[src/rtl/lbe_pkg.sv]
// Package for the bounded list engine: request codes and fixed field widths.
// No dependencies; used by bounded_list_engine_unit.
`default_nettype none

package lbe_pkg;

  localparam int unsigned VAL_W = 32;
  localparam int unsigned POS_W = 8;
  localparam int unsigned REQ_W = 2;

  typedef logic [REQ_W-1:0] req_t;

  localparam req_t REQ_FRONT  = 2'd0;
  localparam req_t REQ_BACK   = 2'd1;
  localparam req_t REQ_DELETE = 2'd2;
  localparam req_t REQ_NONE   = 2'd3;

endpackage : lbe_pkg

`default_nettype wire

[src/rtl/bounded_list_engine_unit.sv]
// Bounded list engine top level: sequencer around one list RAM.
// Depends on lbe_pkg and lbe_ram.
//
// Usage. A request (in_req_type, in_item_value, in_position) is taken on the
// edge where start is high and busy is low. Insert at front, append at back,
// or delete at a position; then the whole list is dumped front to back, one
// beat per cycle on out_* marked by out_strobe, the final beat with
// out_last_entry. An empty list gives a single beat with out_list_empty set
// and out_entry_value zero. out_insert_dropped is set on every beat of a dump
// whose insert found the list full. The unused request code is ignored.
// Sequencing: the list lives in one RAM with registered read. An insert at front
// moves N entries (N = count) at one per cycle in S_SHIFT, then passes S_DRAIN
// and writes the new item in S_PUT; a delete moves the entries behind the
// position likewise, then passes S_DRAIN. The dump reads the entries front to
// back, the last beat leaving the cycle after the final read. The longest
// request is an insert at front into a list of CAPACITY-1 entries.
// Reset clears the count (empty list); RAM contents are not cleared and are
// never read before being written. The receiver cannot stall: beats are not
// held.
`default_nettype none

module bounded_list_engine_unit #(
  parameter int unsigned CAPACITY = 64
) (
  input  wire logic                        clk,
  input  wire logic                        rst_n,
  input  wire logic                        start,
  output logic                             busy,
  input  wire logic [lbe_pkg::REQ_W-1:0]   in_req_type,
  input  wire logic signed [lbe_pkg::VAL_W-1:0] in_item_value,
  input  wire logic [lbe_pkg::POS_W-1:0]   in_position,
  output logic                             out_strobe,
  output logic signed [lbe_pkg::VAL_W-1:0] out_entry_value,
  output logic                             out_last_entry,
  output logic                             out_list_empty,
  output logic                             out_insert_dropped
);

  localparam int unsigned AW = $clog2(CAPACITY);
  localparam int unsigned CW = $clog2(CAPACITY + 1);
  localparam int unsigned PW = lbe_pkg::POS_W + 1;

  typedef enum logic [2:0] {
    S_IDLE,
    S_SHIFT,
    S_DRAIN,
    S_PUT,
    S_DUMP
  } state_t;

  state_t                    state_r, state_nxt;
  logic [CW-1:0]             count_r, count_nxt;
  logic [AW-1:0]             idx_r, idx_nxt;
  logic                      up_r, up_nxt;
  logic                      pend_r, pend_nxt;
  logic [AW-1:0]             pend_addr_r, pend_addr_nxt;
  logic [lbe_pkg::VAL_W-1:0] val_r, val_nxt;
  logic                      drop_r, drop_nxt;
  logic                      out_valid_r, out_valid_nxt;
  logic                      out_last_r, out_last_nxt;
  logic                      out_empty_r, out_empty_nxt;
  logic                      out_drop_r, out_drop_nxt;

  logic                      ram_we;
  logic [AW-1:0]             ram_waddr;
  logic [lbe_pkg::VAL_W-1:0] ram_wdata;
  logic [lbe_pkg::VAL_W-1:0] ram_rdata;

  logic                      full;
  logic                      idx_is_tail;

  assign full        = (count_r == CW'(CAPACITY));
  assign idx_is_tail = ((CW'(idx_r) + CW'(1)) == count_r);

  // pending shift write takes the port; otherwise the single put
  assign ram_we    = pend_r || (state_r == S_PUT);
  assign ram_waddr = pend_r ? pend_addr_r : idx_r;
  assign ram_wdata = pend_r ? ram_rdata : val_r;

  lbe_ram #(
    .WIDTH (lbe_pkg::VAL_W),
    .DEPTH (CAPACITY)
  ) u_store (
    .clk   (clk),
    .we    (ram_we),
    .waddr (ram_waddr),
    .wdata (ram_wdata),
    .raddr (idx_r),
    .rdata (ram_rdata)
  );

  always_comb begin
    state_nxt     = state_r;
    count_nxt     = count_r;
    idx_nxt       = idx_r;
    up_nxt        = up_r;
    pend_nxt      = 1'b0;
    pend_addr_nxt = pend_addr_r;
    val_nxt       = val_r;
    drop_nxt      = drop_r;
    out_valid_nxt = 1'b0;
    out_last_nxt  = out_last_r;
    out_empty_nxt = out_empty_r;
    out_drop_nxt  = out_drop_r;

    case (state_r)
      S_IDLE: begin
        if (start) begin
          val_nxt  = in_item_value;
          drop_nxt = 1'b0;
          case (in_req_type)
            lbe_pkg::REQ_FRONT: begin
              if (full) begin
                drop_nxt  = 1'b1;
                idx_nxt   = '0;
                state_nxt = S_DUMP;
              end else if (count_r == '0) begin
                idx_nxt   = '0;
                state_nxt = S_PUT;
              end else begin
                idx_nxt   = AW'(count_r - CW'(1));
                up_nxt    = 1'b1;
                state_nxt = S_SHIFT;
              end
            end
            lbe_pkg::REQ_BACK: begin
              if (full) begin
                drop_nxt  = 1'b1;
                idx_nxt   = '0;
                state_nxt = S_DUMP;
              end else begin
                idx_nxt   = AW'(count_r);
                state_nxt = S_PUT;
              end
            end
            lbe_pkg::REQ_DELETE: begin
              idx_nxt   = '0;
              state_nxt = S_DUMP;
              if ({1'b0, in_position} < PW'(count_r)) begin
                if (({1'b0, in_position} + PW'(1)) < PW'(count_r)) begin
                  idx_nxt   = AW'({1'b0, in_position} + PW'(1));
                  up_nxt    = 1'b0;
                  state_nxt = S_SHIFT;
                end else begin
                  count_nxt = count_r - CW'(1);
                end
              end
            end
            default: begin
              state_nxt = S_IDLE;
            end
          endcase
        end
      end

      S_SHIFT: begin
        // read entry idx now, write it one slot over next cycle
        pend_nxt = 1'b1;
        if (up_r) begin
          pend_addr_nxt = idx_r + AW'(1);
          if (idx_r == '0) begin
            state_nxt = S_DRAIN;
          end else begin
            idx_nxt = idx_r - AW'(1);
          end
        end else begin
          pend_addr_nxt = idx_r - AW'(1);
          if (idx_is_tail) begin
            state_nxt = S_DRAIN;
          end else begin
            idx_nxt = idx_r + AW'(1);
          end
        end
      end

      S_DRAIN: begin
        idx_nxt = '0;
        if (up_r) begin
          state_nxt = S_PUT;
        end else begin
          count_nxt = count_r - CW'(1);
          state_nxt = S_DUMP;
        end
      end

      S_PUT: begin
        count_nxt = count_r + CW'(1);
        idx_nxt   = '0;
        state_nxt = S_DUMP;
      end

      S_DUMP: begin
        out_valid_nxt = 1'b1;
        out_drop_nxt  = drop_r;
        if (count_r == '0) begin
          out_empty_nxt = 1'b1;
          out_last_nxt  = 1'b1;
          state_nxt     = S_IDLE;
        end else begin
          out_empty_nxt = 1'b0;
          out_last_nxt  = idx_is_tail;
          if (idx_is_tail) begin
            state_nxt = S_IDLE;
          end else begin
            idx_nxt = idx_r + AW'(1);
          end
        end
      end

      default: begin
        state_nxt = S_IDLE;
      end
    endcase
  end

  always_ff @(posedge clk) begin
    if (!rst_n) begin
      state_r     <= S_IDLE;
      count_r     <= '0;
      idx_r       <= '0;
      up_r        <= 1'b0;
      pend_r      <= 1'b0;
      drop_r      <= 1'b0;
      out_valid_r <= 1'b0;
      out_last_r  <= 1'b0;
      out_empty_r <= 1'b0;
      out_drop_r  <= 1'b0;
    end else begin
      state_r     <= state_nxt;
      count_r     <= count_nxt;
      idx_r       <= idx_nxt;
      up_r        <= up_nxt;
      pend_r      <= pend_nxt;
      drop_r      <= drop_nxt;
      out_valid_r <= out_valid_nxt;
      out_last_r  <= out_last_nxt;
      out_empty_r <= out_empty_nxt;
      out_drop_r  <= out_drop_nxt;
    end
    pend_addr_r <= pend_addr_nxt;
    val_r       <= val_nxt;
  end

  assign busy               = (state_r != S_IDLE);
  assign out_strobe         = out_valid_r;
  assign out_entry_value    = out_empty_r ? '0 : signed'(ram_rdata);
  assign out_last_entry     = out_last_r;
  assign out_list_empty     = out_empty_r;
  assign out_insert_dropped = out_drop_r;

  a_count_bound: assert property (@(posedge clk) disable iff (!rst_n)
    count_r <= CW'(CAPACITY))
    else $error("list count above capacity");

  a_dump_no_write: assert property (@(posedge clk) disable iff (!rst_n)
    (state_r == S_DUMP) |-> !ram_we)
    else $error("RAM written during dump");

  a_one_writer: assert property (@(posedge clk) disable iff (!rst_n)
    !(pend_r && (state_r == S_PUT)))
    else $error("shift write and put collide");

  a_empty_last: assert property (@(posedge clk) disable iff (!rst_n)
    (out_valid_r && out_empty_r) |-> out_last_r)
    else $error("empty beat without last mark");

  a_accept_busy: assert property (@(posedge clk) disable iff (!rst_n)
    (start && !busy && (in_req_type != lbe_pkg::REQ_NONE)) |=> busy)
    else $error("accepted request did not start");

endmodule : bounded_list_engine_unit

`default_nettype wire

[src/rtl/lbe_ram.sv]
// Generic simple dual-port RAM: one write port, one read port, registered read.
// No dependencies.
`default_nettype none

module lbe_ram #(
  parameter int unsigned WIDTH = 32,
  parameter int unsigned DEPTH = 64
) (
  input  wire logic                     clk,
  input  wire logic                     we,
  input  wire logic [$clog2(DEPTH)-1:0] waddr,
  input  wire logic [WIDTH-1:0]         wdata,
  input  wire logic [$clog2(DEPTH)-1:0] raddr,
  output logic      [WIDTH-1:0]         rdata
);

  logic [WIDTH-1:0] mem [DEPTH];

  always_ff @(posedge clk) begin
    if (we) begin
      mem[waddr] <= wdata;
    end
    rdata <= mem[raddr];
  end

endmodule : lbe_ram

`default_nettype wire
[config.mk]
export PLATFORM = sky130hd
export DESIGN_NAME = bounded_list_engine_unit
export DESIGN_NICKNAME = d
export VERILOG_FILES = /design/src/rtl/lbe_pkg.sv /design/src/rtl/bounded_list_engine_unit.sv /design/src/rtl/lbe_ram.sv
export SDC_FILE = /design/constraint.sdc
export NUM_CORES = 2
export LEC_CHECK = 0
export BUFFER_PORTS_ARGS = -buffer_cell sky130_fd_sc_hd__buf_2
export CORE_UTILIZATION = 45
export CTS_CLUSTER_DIAMETER = 30
export DETAILED_ROUTE_END_ITERATION = 10
export PLACE_DENSITY = 0.68
export SLEW_MARGIN = 25
export SYNTH_ARGS = -nofsm -noshare
export SYNTH_HDL_FRONTEND = slang
export SYNTH_HIERARCHICAL = 1
export SYNTH_SLANG_ARGS = --single-unit
[constraint.sdc]
create_clock -name clk -period 4.9 [get_ports clk]
set_clock_uncertainty 0.1 [all_clocks]
set_input_delay 0.245 -clock clk [delete_from_list [all_inputs] [get_ports clk]]
set_output_delay 0.245 -clock clk [all_outputs]
set_load 0.01 [all_outputs]
---- Word level (Yosys, flattened, before mapping) ----
Memories as Yosys holds them, arrays and structs flattened. A register that Yosys moved wholly into a read port is not among the register bits.
Cells that the tools add are included.
cells by class
  $add $sub $neg .......................... 6
  $lt $le $gt $ge ......................... 2
  equality and inequality tests ........... 23
  mux-type cells .......................... 49
  reductions and logical operators ........ 16
operator list
  kind                                                  count
  two-way mux 6 bit                                     12
  two-way mux 32 bit                                    2
  two-way mux 7 bit                                     5
  two-way mux 3 bit                                     11
  case mux 6 bit (4 select lines)                       1
  case mux 7 bit (3 select lines)                       1
  != test 2 bit (second input constant)                 9
  case mux 6 bit (3 select lines)                       1
  case mux 3 bit (5 select lines)                       1
  two-way mux 1 bit                                     12
  != test 3 bit (second input constant)                 4
  adder 8 x 1 -> 9 bit (second input constant)          1
  < comparator 9 x 7 -> 1 bit                           1
  case mux 3 bit (3 select lines)                       1
  < comparator 8 x 7 -> 1 bit                           1
  adder 6 x 1 -> 7 bit (second input constant)          1
  adder 7 x 1 -> 7 bit (second input constant)          1
  equality test 7 bit                                   1
  equality test 7 bit (second input constant)           1
  logical NOT 7 bit                                     1
  AND reduction 7 bit                                   1
  subtractor 7 x 1 -> 7 bit (second input constant)     1
  adder 6 x 1 -> 6 bit (second input constant)          1
  equality test 3 x 2 -> 1 bit (second input constant)  2
  21 further kinds                                      23
word-level totals
  flip-flop bits (word level) ............. 61
  bits in writable memories ............... 2,048
  input bits .............................. 45
  output and inout bits ................... 37
  logic and storage cells ................. 109
  memories ................................ 1
memories
  memory       depth  width  rd ports  clocked after Yosys merged registers in  write ports  RTL line       RTL
  u_store.mem  64     32     1         1                                        1            lbe_ram.sv:17  logic [WIDTH-1:0] mem [DEPTH];

---- Longest topological paths before layout ----
  depth in word-level cells ............... 7
  depth in mapped cells ................... 11
  gate-level depth less buffers ........... 11

---- Cells and area by module ----
Netlist, hierarchy kept.
modules (own cells, without submodules)
  module                    times used  cells an instance  area each (um^2)
  lbe_ram                   1           3,324              78,520.3
  bounded_list_engine_unit  1           467                4,445.5

---- Worst setup path before layout ----
Ideal clock, no wire load.
  path type ............................... register -> register
  from .................................... register pend_r
  to ...................................... memory u_store.mem[49][0] (enable)
  setup time .............................. 0.461 ns
  data arrival time ....................... 3.889 ns
  required time ........................... 4.339 ns
  path slack .............................. 0.450 ns
  cell stages (with the launch flop) ...... 8
  cells stage by stage .................... dfxtp_1 > clkbuf_1 > buf_1 > mux2_2 > clkbuf_1 > nor2b_1 > nand4_1 > nor3_1
between the ends
  elaborated cells between the ends (all ways) .. 4
  those cells by class .................... mux (3); reduce/logical (1)
RTL lines
  element                 RTL line                         RTL
  from (decl)             bounded_list_engine_unit.sv:55   logic pend_r, pend_nxt;
  from (signal assigned)  bounded_list_engine_unit.sv:233  pend_r <= pend_nxt;
  two-way mux 6 bit       bounded_list_engine_unit.sv:77   assign ram_waddr = pend_r ? pend_addr_r : idx_r;
  named net ram_waddr[3]  bounded_list_engine_unit.sv:65   logic [AW-1:0] ram_waddr;
  to (decl)               lbe_ram.sv:17
The timed path passes the listed nets, and every way through them passes these cells.

---- Worst setup path in the final report ----
  from .................................... register state_r[1]
  to ...................................... memory u_store.mem[10][9] (enable)
between the ends
  longest elaborated chain between the ends .. 4
ends and longest elaborated chain
  element                                  RTL line                         RTL
  from (decl)                              bounded_list_engine_unit.sv:51   state_t state_r, state_nxt;
  from (signal assigned)                   bounded_list_engine_unit.sv:229  state_r <= state_nxt;
  equality test 3 x 2 -> 1 bit             bounded_list_engine_unit.sv:76   assign ram_we = pend_r || (state_r == S_PUT);
  logical OR 1 bit                         bounded_list_engine_unit.sv:76
  named net ram_we                         bounded_list_engine_unit.sv:64   logic ram_we;
  two-way mux 1 bit                        lbe_ram.sv:20                    if (we) begin
  two-way mux 1 bit (not written as such)  lbe_ram.sv:21                    mem[waddr] <= wdata;
The timed path passes the listed nets, and every way through them passes these cells.

==> run_results.csv <==
group,metric,value,unit
final_layout,fillers,13265,
synth,syn_area,83000,um2
setup_path,worstSetupEndpointType,"register",
setup_path,cp_max_fo,17,
final_layout,syn2layout_area_growth,23.1,%
timing,period_share,80.8,%
flow_run,cap_violations,0,
global_route,antenna_found_initial,11,
placement,post-place-ws,1.14,ns
die,start_util,45.3,%
global_route,grt_max_degree,90,
timing,tns,0,ns
timing,max_freq,252,MHz
die,die-width,431,um
routing,vias,42143,
clock_tree,htree_levels,5,
setup_path,arrival,4.45,ns
synth,synth-edff-count,2086,
clock_tree,cts_buffer_depth,4,
die,die_h,431,um
status,outcome,"finished clean",
routing,routedWlPerCell,29.3,um
setup_path,required,5.39,ns
global_route,gr-max-usage-layer,"met2",
routing,routed_via_density,5.92,
clock_tree,cts_root_buffer,"clkbuf_16",
synth,postSynth.asyncResetShare,0,%
global_route,grt_overflow,0,
global_route,met3_usage,6.54,%
worst_hold_path,hold_path.class,"in2reg",
synth,synthFlopType,"edfxtp_1",
synth,synth.distinct_cells,76,
timing,post-route-worst-setup-slack,0.939,ns
pwr,vdd_drop_max,0.000364,V
synth,netlist_instances,3791,
pwr,p_per_area,559,nW/um2
timing,setup_violations,0,
placement,port_buffers,81,
synth,syn_nets,3859,
die,rows,157,
die,io-pin-count,82,
global_route,grt_use_total,22.5,%
routing,drt_iter0_markers,5262,
placement,place_inst,6301,
timing,worst_pin_slew,1.20,ns
final_layout,fin_nets,4397,
final_layout,layout_common_cells,"edfxtp_1 (2086), mux4_2 (544), clkbuf_16 (411), buf_4 (144)",
setup_path,start_kind,"register",
clock_tree,cts_made_buffers,408,
clock_tree,clkSinkCount,2141,
synth,ys_ff_latch,2141,
placement,place.gp.congestion,0.846,
placement,dpl.hpwl,123000,um
synth,seq_area_frac_synth,76.8,%
timing,slew_violations,0,
setup_path,crit_type,"reg2reg",
routing,dr.pass1.iters,6,
routing,ant_nets,0,
clock_tree,clock_latency,0.95,ns
timing,hold_violations,0,
global_route,grt_pass1_vias,43584,
final_layout,finalNonFillerCells,7118,
die,coreArea,183000,um2
clock_tree,clk_pin_slew_worst_paths,0.05,ns
die,die-area,186000,um2
global_route,use_met1,29.2,%
clock_tree,cts_setup_buffers,0,
final_layout,drive_above_1_share,34.2,%
global_route,gr-usage-met2,35.6,%
timing,slew_headroom,19.7,%
synth,yosysWarningCount,6,
routing,drc_errors,0,
timing,min_period,3.96,ns
clock_tree,cts_tree,"done",
final_layout,final_common_cell,"edfxtp_1",
pwr,p_leak,32.2,nW
timing,rsz0062_at_grt,"false",
synth,syn_avg_cell_area,21.9,um2
routing,routed_wirelength,208000,um
global_route,grt_pass1_wl,302000,um
==> cell families after synthesis <==
logic type	Yosys count	share of synthesized area, %
flops	2141	76.8
compound gates	302	2.44
xor+xnor	26	0.293
buf+inv	229	1.31
mux	685	16.5
fa+ha+maj	23	0.347
simple gates	385	2.26
==> where the power goes <==
| part | internal, mW | switching, mW |
|---|---|---|
| Clock | 18.3 | 9.19 |
| Sequential | 21.1 | 0.460 |
| Combinational | 3.12 | 4.94 |
==> metal layers <==
metal,wire [um],up-vias
met1,77500,22264
li1,-,17248
met5,53,-
met2,101000,2194
met3,21300,429
met4,8500,8
==> critical path: stages (launching register included) <==
cell and delay [ns]:
dfxtp_1 0.59, nor2b_1 0.26, nand2_1 0.30, nand2b_1 0.31
nor2b_1 0.31, nand2_1 0.58, nor2_4 0.85, buf_12 0.26
==> cells in the mapped netlist (10+ instances only) <==
master | count | area share, %
o21ai_0 | 24 | 0.14
a21oi_1 | 84 | 0.51
buf_2 | 57 | 0.34
xnor2_1 | 15 | 0.16
nor3_1 | 17 | 0.10
o22ai_1 | 85 | 0.64
buf_1 | 29 | 0.13
a22oi_1 | 13 | 0.12
dfxtp_1 | 55 | 1.3
edfxtp_1 | 2086 | 76
o221ai_1 | 28 | 0.30
nand2_1 | 62 | 0.28
nand3_1 | 17 | 0.10
inv_1 | 18 | 0.081
clkbuf_1 | 89 | 0.40
nor2_1 | 165 | 0.75
mux2_2 | 38 | 0.52
mux4_2 | 544 | 15
mux2i_1 | 102 | 1.2
ha_1 | 23 | 0.35
nor2b_1 | 53 | 0.40
nand2b_1 | 11 | 0.083
buf_4 | 27 | 0.24
xor2_1 | 10 | 0.11
==> registers in the layout, indices dropped and copies added (netlist names), 3 cells and up <==
name	flops
u_store/mem	2048
u_store/rdata	32
val_r	32
count_r	7
idx_r	6
pend_addr_r	6
state_r	3
==> stage by stage <==
| step | power (mW) | hold WS (ns) | instance area, um2 | utilization, % |
|---|---|---|---|---|
| global route | 58.7 | 0.0834 | 102000 | 55.8 |
| floorplan | 26.7 | 0.244 | 83000 | - |
| CTS | 57.4 | 0.0395 | 102000 | 55.8 |
| global placement | 29.7 | 0.323 | 87600 | 47.9 |
| detailed placement | 29.9 | 0.324 | 87600 | 47.9 |
| finish | 57.1 | 0.116 | 102000 | 55.8 |
==> final cells by class <==
type | count | area [um2] | area share, %
Multi-Input combinational cell | 1421 | 18600 | 18.2
Inverter | 20 | 75.1 | 0.0735
Clock buffer | 456 | 10500 | 10.3
Sequential cell | 2141 | 63800 | 62.4
Antenna cell | 4 | 10.0 | 0.00980
Tap cell | 2464 | 3080 | 3.02
Timing Repair Buffer | 337 | 2910 | 2.85
Clock inverter | 275 | 3100 | 3.04
==> path summary, 6_finish.rpt <==
check | startpoint | to | slack [ns] | depth (start not counted)
worst max-delay path | state_r[1]$_SDFFE_PN0P_ | u_store/mem[10][9]$_DFFE_PP_ | 0.94 | 7
worst min-delay path | in_position[5] | idx_r[5]$_SDFFE_PN0P_ | 0.12 | 4
worst max register to register | state_r[1]$_SDFFE_PN0P_ | u_store/mem[10][9]$_DFFE_PP_ | 0.94 | 7
worst min register to register | out_insert_dropped$_SDFFE_PN0P_ | out_insert_dropped$_SDFFE_PN0P_ | 0.41 | 2
==> repair_timing <==
| item | in CTS | in global routing |
|---|---|---|
| hold buffers | 82 | 0 |
| gates resized for setup | 0 | 0 |
| hold endpoints to repair | 70 | 0 |
No activity file was read; power rests on OpenSTA's default activity.
